## config.mk

```make
export PLATFORM = sky130hd
export DESIGN_NAME = prescaled_reload_down_timer_core_flat
export DESIGN_NICKNAME = d
export VERILOG_FILES = /design/src/prdt_pkg.sv /design/src/prdt_if.sv /design/src/prescaled_reload_down_timer_core.sv /design/src/flat_wrapper.sv
export SDC_FILE = /design/constraint.sdc
export NUM_CORES = 1
export LEC_CHECK = 0
export ABC_AREA = 1
export BUFFER_PORTS_ARGS = -buffer_cell sky130_fd_sc_hd__buf_2
export CAP_MARGIN = 40
export CORE_ASPECT_RATIO = 0.75
export CORE_MARGIN = 2
export CORE_UTILIZATION = 41
export DETAILED_ROUTE_END_ITERATION = 8
export GPL_TIMING_DRIVEN = 0
export SKIP_LAST_GASP = 1
export SLEW_MARGIN = 40
export SYNTH_ARGS = -nofsm -noshare
export SYNTH_HDL_FRONTEND = slang
export SYNTH_SLANG_ARGS = --single-unit
```

## constraint.sdc

```tcl
create_clock -name clk -period 1.9 [get_ports clk]
set_input_delay 0.095 -clock clk [delete_from_list [all_inputs] [get_ports clk]]
set_output_delay 0.095 -clock clk [all_outputs]
set_load 0.01 [all_outputs]
```

## src/prdt_pkg.sv

```systemverilog
`timescale 1ns / 1ps
`default_nettype none

package prdt_pkg;

	localparam int CountBits = 16;
	localparam int DataBits = 16;
	localparam int PrescaleBits = 8;
	localparam int DivSelBits = 2;
	localparam int DivCountBits = 4;

	typedef enum logic [1:0] {
		OpTick  = 2'd0,
		OpWrite = 2'd1,
		OpRead  = 2'd2
	} op_t;

	typedef enum logic [1:0] {
		RegBuffer  = 2'd0,
		RegControl = 2'd1,
		RegCount   = 2'd2,
		RegPending = 2'd3
	} reg_sel_t;

	typedef enum logic [0:0] {
		CfgPrescaler = 1'd0,
		CfgDivSelect = 1'd1
	} cfg_idx_t;

	localparam int CtrlStartBit = 0;
	localparam int CtrlManualBit = 1;
	localparam int CtrlReloadBit = 3;

endpackage

`default_nettype wire

```

## src/prdt_if.sv

```systemverilog
`timescale 1ns / 1ps
`default_nettype none

interface prdt_item_if;
	logic                            valid;
	logic                            ready;
	logic [1:0]                      operation;
	logic [1:0]                      reg_select;
	logic [prdt_pkg::DataBits-1:0]   write_data;

	modport source (output valid, output operation, output reg_select, output write_data,
		input ready);
	modport sink (input valid, input operation, input reg_select, input write_data,
		output ready);
endinterface

interface prdt_result_if;
	logic                            valid;
	logic                            ready;
	logic [prdt_pkg::DataBits-1:0]   read_data;
	logic                            irq_pending;

	modport source (output valid, output read_data, output irq_pending, input ready);
	modport sink (input valid, input read_data, input irq_pending, output ready);
endinterface

`default_nettype wire

```

## src/prescaled_reload_down_timer_core.sv

```systemverilog
`timescale 1ns / 1ps
`default_nettype none

// Down-counting timer with a two-stage clock divider and optional auto reload.
// Each accepted item (input clock tick, register write or register read) is
// applied to the timer state at the edge of its transfer, and its single result
// is loaded into the output register at that same edge. One item is accepted
// every cycle while the result side keeps up; a stalled result blocks new
// items only while the output register is full and not taken.

module prescaled_reload_down_timer_core (
	input  wire logic                                  clk,
	input  wire logic                                  arst_n,
	input  wire logic                                  cfg_write_en,
	input  wire logic [0:0]                            cfg_index,
	input  wire logic [prdt_pkg::PrescaleBits-1:0]     cfg_data,
	prdt_item_if.sink                                  item,
	prdt_result_if.source                              result
);

	localparam int CB = prdt_pkg::CountBits;
	localparam int DB = prdt_pkg::DataBits;

	logic [prdt_pkg::PrescaleBits-1:0]  prescaler_q;
	logic [prdt_pkg::DivSelBits-1:0]    div_select_q;

	logic [CB-1:0]                      count_buffer_q;
	logic [CB-1:0]                      down_counter_q;
	logic                               run_enable_q;
	logic                               manual_load_q;
	logic                               reload_enable_q;
	logic [prdt_pkg::PrescaleBits-1:0]  prescale_count_q;
	logic [prdt_pkg::DivCountBits-1:0]  divide_count_q;
	logic                               pending_flag_q;

	logic                               result_valid_q;
	logic [DB-1:0]                      read_data_q;
	logic                               irq_pending_q;

	logic [CB-1:0]                      count_buffer_d;
	logic [CB-1:0]                      down_counter_d;
	logic                               run_enable_d;
	logic                               manual_load_d;
	logic                               reload_enable_d;
	logic [prdt_pkg::PrescaleBits-1:0]  prescale_count_d;
	logic [prdt_pkg::DivCountBits-1:0]  divide_count_d;
	logic                               pending_flag_d;
	logic [DB-1:0]                      read_data_d;

	logic                               accept;
	logic [prdt_pkg::DivCountBits-1:0]  div_end;
	logic [CB+DB-1:0]                   wdata_ext;
	logic [CB+DB-1:0]                   buffer_ext;
	logic [CB+DB-1:0]                   counter_ext;
	logic [CB-1:0]                      wdata_cnt;

	assign item.ready = !result_valid_q || result.ready;
	assign accept = item.valid && item.ready;

	assign result.valid = result_valid_q;
	assign result.read_data = read_data_q;
	assign result.irq_pending = irq_pending_q;

	assign div_end = prdt_pkg::DivCountBits'(5'(5'd2 << div_select_q) - 5'd1);
	assign wdata_ext = {{CB{1'b0}}, item.write_data};
	assign wdata_cnt = wdata_ext[CB-1:0];
	assign buffer_ext = {{DB{1'b0}}, count_buffer_q};
	assign counter_ext = {{DB{1'b0}}, down_counter_q};

	always_comb begin
		count_buffer_d = count_buffer_q;
		down_counter_d = down_counter_q;
		run_enable_d = run_enable_q;
		manual_load_d = manual_load_q;
		reload_enable_d = reload_enable_q;
		prescale_count_d = prescale_count_q;
		divide_count_d = divide_count_q;
		pending_flag_d = pending_flag_q;
		read_data_d = '0;
		case (prdt_pkg::op_t'(item.operation))
			prdt_pkg::OpTick: begin
				if (prescale_count_q >= prescaler_q) begin
					prescale_count_d = '0;
					if (divide_count_q >= div_end) begin
						divide_count_d = '0;
						// timer clock
						if (run_enable_q && !manual_load_q) begin
							if (down_counter_q == '0) begin
								pending_flag_d = 1'b1;
								if (reload_enable_q) begin
									down_counter_d = count_buffer_q;
								end else begin
									run_enable_d = 1'b0;
								end
							end else begin
								down_counter_d = down_counter_q - CB'(1);
							end
						end
					end else begin
						divide_count_d = divide_count_q + prdt_pkg::DivCountBits'(1);
					end
				end else begin
					prescale_count_d = prescale_count_q + prdt_pkg::PrescaleBits'(1);
				end
			end
			prdt_pkg::OpWrite: begin
				case (prdt_pkg::reg_sel_t'(item.reg_select))
					prdt_pkg::RegBuffer: begin
						count_buffer_d = wdata_cnt;
					end
					prdt_pkg::RegControl: begin
						run_enable_d = item.write_data[prdt_pkg::CtrlStartBit];
						manual_load_d = item.write_data[prdt_pkg::CtrlManualBit];
						reload_enable_d = item.write_data[prdt_pkg::CtrlReloadBit];
						if (item.write_data[prdt_pkg::CtrlManualBit]) begin
							down_counter_d = count_buffer_q;
						end
					end
					prdt_pkg::RegPending: begin
						if (item.write_data[0]) begin
							pending_flag_d = 1'b0;
						end
					end
					default: begin
					end
				endcase
			end
			prdt_pkg::OpRead: begin
				case (prdt_pkg::reg_sel_t'(item.reg_select))
					prdt_pkg::RegBuffer: begin
						read_data_d = buffer_ext[DB-1:0];
					end
					prdt_pkg::RegControl: begin
						read_data_d[prdt_pkg::CtrlStartBit] = run_enable_q;
						read_data_d[prdt_pkg::CtrlManualBit] = manual_load_q;
						read_data_d[prdt_pkg::CtrlReloadBit] = reload_enable_q;
					end
					prdt_pkg::RegCount: begin
						read_data_d = counter_ext[DB-1:0];
					end
					default: begin
						read_data_d = DB'(pending_flag_q);
					end
				endcase
			end
			default: begin
			end
		endcase
	end

	always_ff @(posedge clk or negedge arst_n) begin
		if (!arst_n) begin
			prescaler_q <= '0;
			div_select_q <= '0;
		end else if (cfg_write_en) begin
			case (prdt_pkg::cfg_idx_t'(cfg_index))
				prdt_pkg::CfgPrescaler: prescaler_q <= cfg_data;
				prdt_pkg::CfgDivSelect: div_select_q <= cfg_data[prdt_pkg::DivSelBits-1:0];
				default: begin
				end
			endcase
		end
	end

	always_ff @(posedge clk or negedge arst_n) begin
		if (!arst_n) begin
			count_buffer_q <= '0;
			down_counter_q <= '0;
			run_enable_q <= 1'b0;
			manual_load_q <= 1'b0;
			reload_enable_q <= 1'b0;
			prescale_count_q <= '0;
			divide_count_q <= '0;
			pending_flag_q <= 1'b0;
		end else if (accept) begin
			count_buffer_q <= count_buffer_d;
			down_counter_q <= down_counter_d;
			run_enable_q <= run_enable_d;
			manual_load_q <= manual_load_d;
			reload_enable_q <= reload_enable_d;
			prescale_count_q <= prescale_count_d;
			divide_count_q <= divide_count_d;
			pending_flag_q <= pending_flag_d;
		end
	end

	always_ff @(posedge clk or negedge arst_n) begin
		if (!arst_n) begin
			result_valid_q <= 1'b0;
		end else if (item.ready) begin
			result_valid_q <= item.valid;
		end
	end

	always_ff @(posedge clk) begin
		if (accept) begin
			read_data_q <= read_data_d;
			irq_pending_q <= pending_flag_d;
		end
	end

	a_prescale_hold: assert property (@(posedge clk) disable iff (!arst_n)
		(accept && item.operation != prdt_pkg::OpTick) |=> $stable(prescale_count_q))
		else $error("prescale count moved on a bus transfer");

	a_manual_hold: assert property (@(posedge clk) disable iff (!arst_n)
		(accept && manual_load_q && !(item.operation == prdt_pkg::OpWrite
			&& item.reg_select == prdt_pkg::RegControl)) |=> $stable(down_counter_q))
		else $error("counter moved while manual update held");

	a_irq_matches: assert property (@(posedge clk) disable iff (!arst_n)
		accept |=> (result.irq_pending == pending_flag_q))
		else $error("reported pending flag differs from state");

	a_pending_clear: assert property (@(posedge clk) disable iff (!arst_n)
		(accept && item.operation == prdt_pkg::OpWrite
			&& item.reg_select == prdt_pkg::RegPending && item.write_data[0])
		|=> !pending_flag_q)
		else $error("pending flag not cleared by write");

	a_ready_empty: assert property (@(posedge clk) disable iff (!arst_n)
		!result_valid_q |-> item.ready)
		else $error("input stalled with empty output register");

endmodule

`default_nettype wire

```

## src/flat_wrapper.sv

```systemverilog
// flat-port wrapper written by rule: the top's interface ports become plain ports
module prescaled_reload_down_timer_core_flat 
  (clk, arst_n, cfg_write_en, cfg_index, cfg_data, item_valid, item_operation, item_reg_select, item_write_data, item_ready, result_valid, result_read_data, result_irq_pending, result_ready);
  prdt_item_if item_i ();
  prdt_result_if result_i ();
  input  wire logic clk;
  input  wire logic arst_n;
  input  wire logic cfg_write_en;
  input  wire logic [0:0] cfg_index;
  input  wire logic [prdt_pkg::PrescaleBits-1:0] cfg_data;
  input wire logic [$bits(item_i.valid)-1:0] item_valid;
  input wire logic [$bits(item_i.operation)-1:0] item_operation;
  input wire logic [$bits(item_i.reg_select)-1:0] item_reg_select;
  input wire logic [$bits(item_i.write_data)-1:0] item_write_data;
  output wire logic [$bits(item_i.ready)-1:0] item_ready;
  output wire logic [$bits(result_i.valid)-1:0] result_valid;
  output wire logic [$bits(result_i.read_data)-1:0] result_read_data;
  output wire logic [$bits(result_i.irq_pending)-1:0] result_irq_pending;
  input wire logic [$bits(result_i.ready)-1:0] result_ready;
  assign item_i.valid = item_valid;
  assign item_i.operation = item_operation;
  assign item_i.reg_select = item_reg_select;
  assign item_i.write_data = item_write_data;
  assign item_ready = item_i.ready;
  assign result_valid = result_i.valid;
  assign result_read_data = result_i.read_data;
  assign result_irq_pending = result_i.irq_pending;
  assign result_i.ready = result_ready;
  prescaled_reload_down_timer_core u_core (.clk(clk), .arst_n(arst_n), .cfg_write_en(cfg_write_en), .cfg_index(cfg_index), .cfg_data(cfg_data), .item(item_i), .result(result_i));
endmodule
```

# --- After elaboration in Yosys (flattened, before gate mapping) ---
# Cells that the tools add are included.
totals:
  word_cells: 79
  regBits: 76
  out_inout_bits: 19
classes:
  n_addsub: 4
  bitwise: 1
  muxes: 28
  eq_ne: 13
  order_cmp: 2
  n_reduce_logical: 17
  shifts: 1
op_table:
  columns: ["op", "n"]
  rows:
  - ["16-bit 2-to-1 mux", 7]
  - ["16-bit one-hot mux with 2 select lines", 1]
  - ["12-bit one-hot mux with 2 select lines", 1]
  - ["16-bit zero test", 1]
  - ["8-bit AND reduction", 2]
  - ["16-bit by 1-bit subtractor with 16-bit output, second input constant", 1]
  - ["1-bit 2-to-1 mux", 12]
  - ["2-bit by 1-bit inequality test with 1-bit output, second input constant", 5]
  - ["3-bit AND reduction", 3]
  - ["8-bit by 1-bit adder with 8-bit output, second input constant", 1]
  - ["8-bit greater-or-equal comparator", 1]
  - ["8-bit 2-to-1 mux", 1]
  - ["2-bit == test, second input constant", 3]
  - ["1-bit one-hot mux with 2 select lines", 3]
  - ["2-bit one-hot mux with 3 select lines", 1]
  - ["2-bit AND reduction", 3]
  - ["4-bit by 1-bit adder with 4-bit output, second input constant", 1]
  - ["2-bit by 1-bit == test with 1-bit output, second input constant", 2]
  - ["4-bit greater-or-equal comparator", 1]
  - ["2-bit zero test", 2]
  - ["4-bit 2-to-1 mux", 1]
  - ["2-bit inequality test, second input constant", 2]
  - ["2-bit by 2-bit << shifter with 4-bit output, first input constant", 1]
  - ["4-bit by 1-bit subtractor with 4-bit output, second input constant", 1]
  - ["other kinds (7)", 9]

# --- Longest topological paths before layout ---
logic_depth:
  ltp_word: 6
  ltp_mapped: 13
  depth_no_buf: 13

# --- Worst setup path after synthesis ---
# No wires, ideal clock.
synth_timing:
  path_type: "register to register"
  startpoint: "register u_core.result_valid_q, in the netlist u_core.result.valid"
  endpoint: "register u_core.down_counter_q[11]"
  stages_incl_launch_ff: 10
  arrival_ns: 1.664
  path_buffers: 1
  t_required_ns: 1.777
  setup_ns: 0.123
  path_slack_ns: 0.113
  cell_sequence: "dfrtp_1 > a21oi_4 > nand2_2 > a21oi_2 > nand2_1 > clkinv_1 > nand2_4 > buf_6 > o21ai_0 > nand2_1"
synth_between:
  elab_chain_cells: 4
synth_lines:
  columns: ["item", "line", "text"]
  rows:
  - ["from (decl)", "prescaled_reload_down_timer_core.sv:36", "logic result_valid_q;"]
  - ["from (signal assigned)", "prescaled_reload_down_timer_core.sv:191", "result_valid_q <= item.valid;"]
  - ["1-bit zero test", "prescaled_reload_down_timer_core.sv:57", "assign item.ready = !result_valid_q || result.ready;"]
  - ["1-bit logical OR", "prescaled_reload_down_timer_core.sv:57", null]
  - ["1-bit logical AND", "prescaled_reload_down_timer_core.sv:58", "assign accept = item.valid && item.ready;"]
  - ["net u_core.accept", "prescaled_reload_down_timer_core.sv:50", "logic accept;"]
  - ["8-bit AND reduction (no source line)", null, null]
  - ["to (signal assigned)", "prescaled_reload_down_timer_core.sv:177", "down_counter_q <= down_counter_d;"]
  - ["to (decl)", "prescaled_reload_down_timer_core.sv:28", "logic [CB-1:0] down_counter_q;"]
# The timed path passes the listed nets, and every way through them passes these cells.
# A chain may end at the register's enable or synchronous reset.

# --- Worst setup path in the final report ---
layout_timing:
  startpoint: "register u_core.prescale_count_q[6] (netlist name)"
  endpoint: "register u_core.down_counter_q[8]"
layout_between:
  elab_chain_cells: 3
layout_lines:
  columns: ["item", "line", "text"]
  rows:
  - ["from (decl)", "prescaled_reload_down_timer_core.sv:32", "logic [prdt_pkg::PrescaleBits-1:0] prescale_count_q;"]
  - ["from (signal assigned)", "prescaled_reload_down_timer_core.sv:181", "prescale_count_q <= prescale_count_d;"]
  - ["8-bit greater-or-equal comparator", "prescaled_reload_down_timer_core.sv:82", "if (prescale_count_q >= prescaler_q) begin"]
  - ["2-bit by 1-bit inequality test with 1-bit output (no source line)", null, null]
  - ["8-bit AND reduction (no source line)", null, null]
# No other way between the ends.

==> impl_metrics.py <==
metrics = {
    "detailed_routing": {
        "wl_met2_um": 4600,
        "wl_met3_um": 803,
        "routed_wl_um": 11000,
        "postRouteAntennaNets": 0,
        "remaining_drc_errors": 0,
        "vias": 3803,
        "wl_met1_um": 5550,
        "drtIter0Drc": 334,
        "routedWlPerCell_um": 14.3,
        "dr.pass1.iters": 5,
        "top_layer": "met4",
        "avgViaCountPerCell": 4.95,
    },
    "yosys": {
        "synth_seq_cells": 76,
        "ys_warn_count": 0,
        "synth_seq_area_share_pct": 46.4,
        "syn_area_um2": 4280,
        "syn_inst": 544,
        "synth_cell_types": 38,
        "avgSynthCellArea_um2": 7.87,
        "synth_nets": 593,
    },
    "setup_path": {
        "max_stage_delay_ns": 0.41,
        "critPathBufInv": 1,
        "cp_slowest_cell": "dfrtp_1",
        "cp_max_fo": 6,
        "critPathRequiredTime_ns": 2.12,
        "path_class": "reg -> reg",
        "worstPathCellList": "ha_1 -> nand2_1 -> nor2_1 -> nand2_2 -> nand3_4 -> nand2_4 -> buf_4 -> o21ai_0 -> nand2_1",
        "crit_family": "simple AND/OR/NAND/NOR gates",
        "critPathMostFrequentCell": "nand2_1",
        "end_kind": "flop",
        "critPathLaunchType": "flop",
        "critPathArrivalTime_ns": 2.02,
    },
    "sta": {
        "hold_viol": 0,
        "setup_slack_ns": 0.100,
        "fin_crit_ns": 1.80,
        "fin_crit_sh_pct": 94.7,
        "tns_ns": 0,
        "skew_ns": 0.00576,
        "max_freq_mhz": 556,
        "relSlewSlack_pct": 55.5,
        "max_slew.worst_pin.slew_ns": 0.667,
        "slew_viol_final": 0,
        "setup_violations": 0,
        "hold_slack_ns": 0.00454,
    },
    "floorplanning": {
        "fp.dieW_um": 122,
        "coreArea_um2": 10200,
        "num_io_pins": 53,
        "start_util_pct": 41.9,
        "die_h_um": 92.5,
        "die_area_um2": 11300,
        "rows": 32,
    },
    "finish": {
        "flow.area_growth_from_synthesis_pct": 23.7,
        "drive_above_1_share_pct": 20.9,
        "design_area_um2": 5300,
        "fin_util_pct": 51.9,
        "final_nets": 678,
        "diodes": 0,
        "layoutNonFillerInstCount": 769,
    },
    "clock_tree": {
        "cts_buffers": 9,
        "cts.clk_slew.worst_paths_ns": 0.06,
        "cts_tree": "yes",
        "clock_path_buffers": 2,
        "clock-sinks": 76,
        "clock_latency_ns": 0.34,
        "htree_levels": 3,
        "cts-root-buf": "clkbuf_16",
    },
    "placed_design": {
        "dp.cells": 732,
        "placed_area_um2": 4710,
        "routabilityCongestion": 0.970,
        "portBuffers": 52,
        "dp_hpwl_um": 7810,
        "dp_slack_ns": -0.393,
    },
    "global_route": {
        "antenna_found_initial": 0,
        "grt_pass1_wl_um": 18000,
        "grt_usage_pct": 20.6,
        "grt_max_degree": 60,
        "grt_pass1_vias": 3653,
        "grt-ovfl-total": 0,
    },
    "power_and_ir_drop": {
        "power-per-cell-area_nw_per_um2": 1150,
        "comb_power_share_pct": 32.0,
        "p_leak_nw": 2.62,
        "p_sw_mw": 2.26,
        "finalPower_mw": 6.07,
        "peakVddDrop_mv": 0.566,
        "clkPwrFrac_pct": 27.7,
        "intPower_mw": 3.81,
        "seqPwrFrac_pct": 40.3,
        "switching_share_pct": 37.3,
    },
    "job": {
        "maxCapViolCount": 0,
    },
    "status": {
        "status": "complete, no violations",
    },
    "worst_hold_path": {
        "min_path_type": "in -> reg",
    },
}
## registers in the layout (all words and copies together) (netlist names), 2 cells and up
signal,flops
u_core.divide_count_q,4
u_core.down_counter_q,16
u_core.prescaler_q,8
u_core.div_select_q,2
u_core.prescale_count_q,8
u_core.result.read_data,16
u_core.count_buffer_q,16
## power groups by stage
stage	Sequential (mW)	Combinational [mW]	Clock, mW
finish	2.45	1.94	1.68
global route	2.50	2.23	1.79
CTS	2.42	1.82	1.71
detailed placement	2.45	1.77	0
global placement	2.43	1.73	0
floorplan	2.33	1.37	0
## worst paths after layout
path	start	endpoint	slack, ns	depth (start not counted)
hold / removal	cfg_data[4]	u_core.prescaler_q[4]	0.005	3
max in group asynchronous	arst_n	u_core.prescale_count_q[3]	1.19	2
setup / recovery	u_core.prescale_count_q[6]	u_core.down_counter_q[8]	0.10	9
hold reg to reg	u_core.prescaler_q[0]	u_core.prescaler_q[0]	0.49	2
min in group asynchronous	arst_n	u_core.div_select_q[0]	0.30	2
setup reg to reg	u_core.prescale_count_q[6]	u_core.down_counter_q[8]	0.10	9
## metal layers
layer	up-vias	global-route usage (%)
met3	5	5.30
li1	1926	-
met5	-	0
met1	1754	31.1
met2	118	29.6
met4	0	4.60
## placed cells by master (no fill, tap or decap), types with 14 or more instances in the layout
cell / Yosys / routed
dfrtp_1: 59 / 58
a21oi_1: 37 / 36
edfxtp_1: 17 / 17
buf_4: 1 / 14
nand3_1: 19 / 16
nor2_1: 71 / 68
o21ai_0: 32 / 27
inv_1: 57 / 55
buf_2: 1 / 51
nand2_1: 162 / 161
## synth_stat cells
| cell type | n | share of area [%] |
|---|---|---|
| xnor2_1 | 5 | 1.0 |
| buf_2 | 1 | 0.12 |
| nor2_8 | 1 | 0.47 |
| xor2_1 | 4 | 0.82 |
| a21oi_4 | 1 | 0.38 |
| dfrtp_1 | 59 | 35 |
| nand4_1 | 1 | 0.15 |
| a21o_1 | 1 | 0.18 |
| inv_2 | 4 | 0.35 |
| nand2_2 | 4 | 0.58 |
| nand2_1 | 162 | 14 |
| mux2_2 | 7 | 1.8 |
| nand3b_1 | 3 | 0.53 |
| nand3_2 | 1 | 0.23 |
| a21oi_2 | 1 | 0.20 |
| clkinv_1 | 1 | 0.088 |
| clkbuf_1 | 5 | 0.44 |
| o21bai_1 | 1 | 0.18 |
| o211ai_1 | 3 | 0.53 |
| nor2_4 | 1 | 0.26 |
| buf_4 | 1 | 0.18 |
| nand2_4 | 2 | 0.53 |
| edfxtp_1 | 17 | 12 |
| a21boi_0 | 1 | 0.18 |
| nor3_2 | 2 | 0.47 |
| o21ai_1 | 9 | 1.1 |
| clkbuf_2 | 1 | 0.12 |
| nor2_2 | 2 | 0.29 |
| nand3_1 | 19 | 2.2 |
| buf_6 | 4 | 1.1 |
| o21ai_0 | 32 | 3.7 |
| o21a_1 | 2 | 0.35 |
| nor3_1 | 3 | 0.35 |
| nor2_1 | 71 | 6.2 |
| ha_1 | 15 | 4.4 |
| inv_1 | 57 | 5.0 |
| o31ai_1 | 3 | 0.53 |
| a21oi_1 | 37 | 4.3 |
## cell families (layout without fill, tap and decap cells)
group | Yosys count | after routing | synth area share, %
adder cells (fa/ha/maj) | 15 | 15 | 4.39
flip-flops | 76 | 76 | 46.4
multiplexers | 7 | 7 | 1.84
AO/OA/AOI/OAI | 91 | 92 | 11.6
XOR/XNOR | 9 | 9 | 1.84
AND/OR/NAND/NOR | 272 | 272 | 26.5
buffers and inverters | 74 | 162 | 7.34
## timing repair
action | 4_1_cts | 5_1_grt
pin swaps | 2 | 8
endpoints found under the setup margin | 42 | 26
gates cloned | 1 | 0
resized for setup | 3 | 28
hold endpoints to repair | 66 | 0
setup buffers | 4 | 9
hold buffers | 8 | 0
## worst min-delay path: stages
cell and delay (ns):
buf_2 0.07, nor2_1 0.03, a21oi_1 0.10
## layout make-up
| class | instances | area [um2] |
|---|---|---|
| Clock buffer | 9 | 225 |
| Timing Repair Buffer | 73 | 457 |
| Multi-Input combinational cell | 395 | 2060 |
| Inverter | 62 | 233 |
| Sequential cell | 76 | 1990 |
| Buffer | 12 | 98.8 |
| Fill cell | 962 | 4910 |
| Clock inverter | 6 | 66.3 |
| Tap cell | 136 | 170 |
Power figures use the tool's default switching activity.
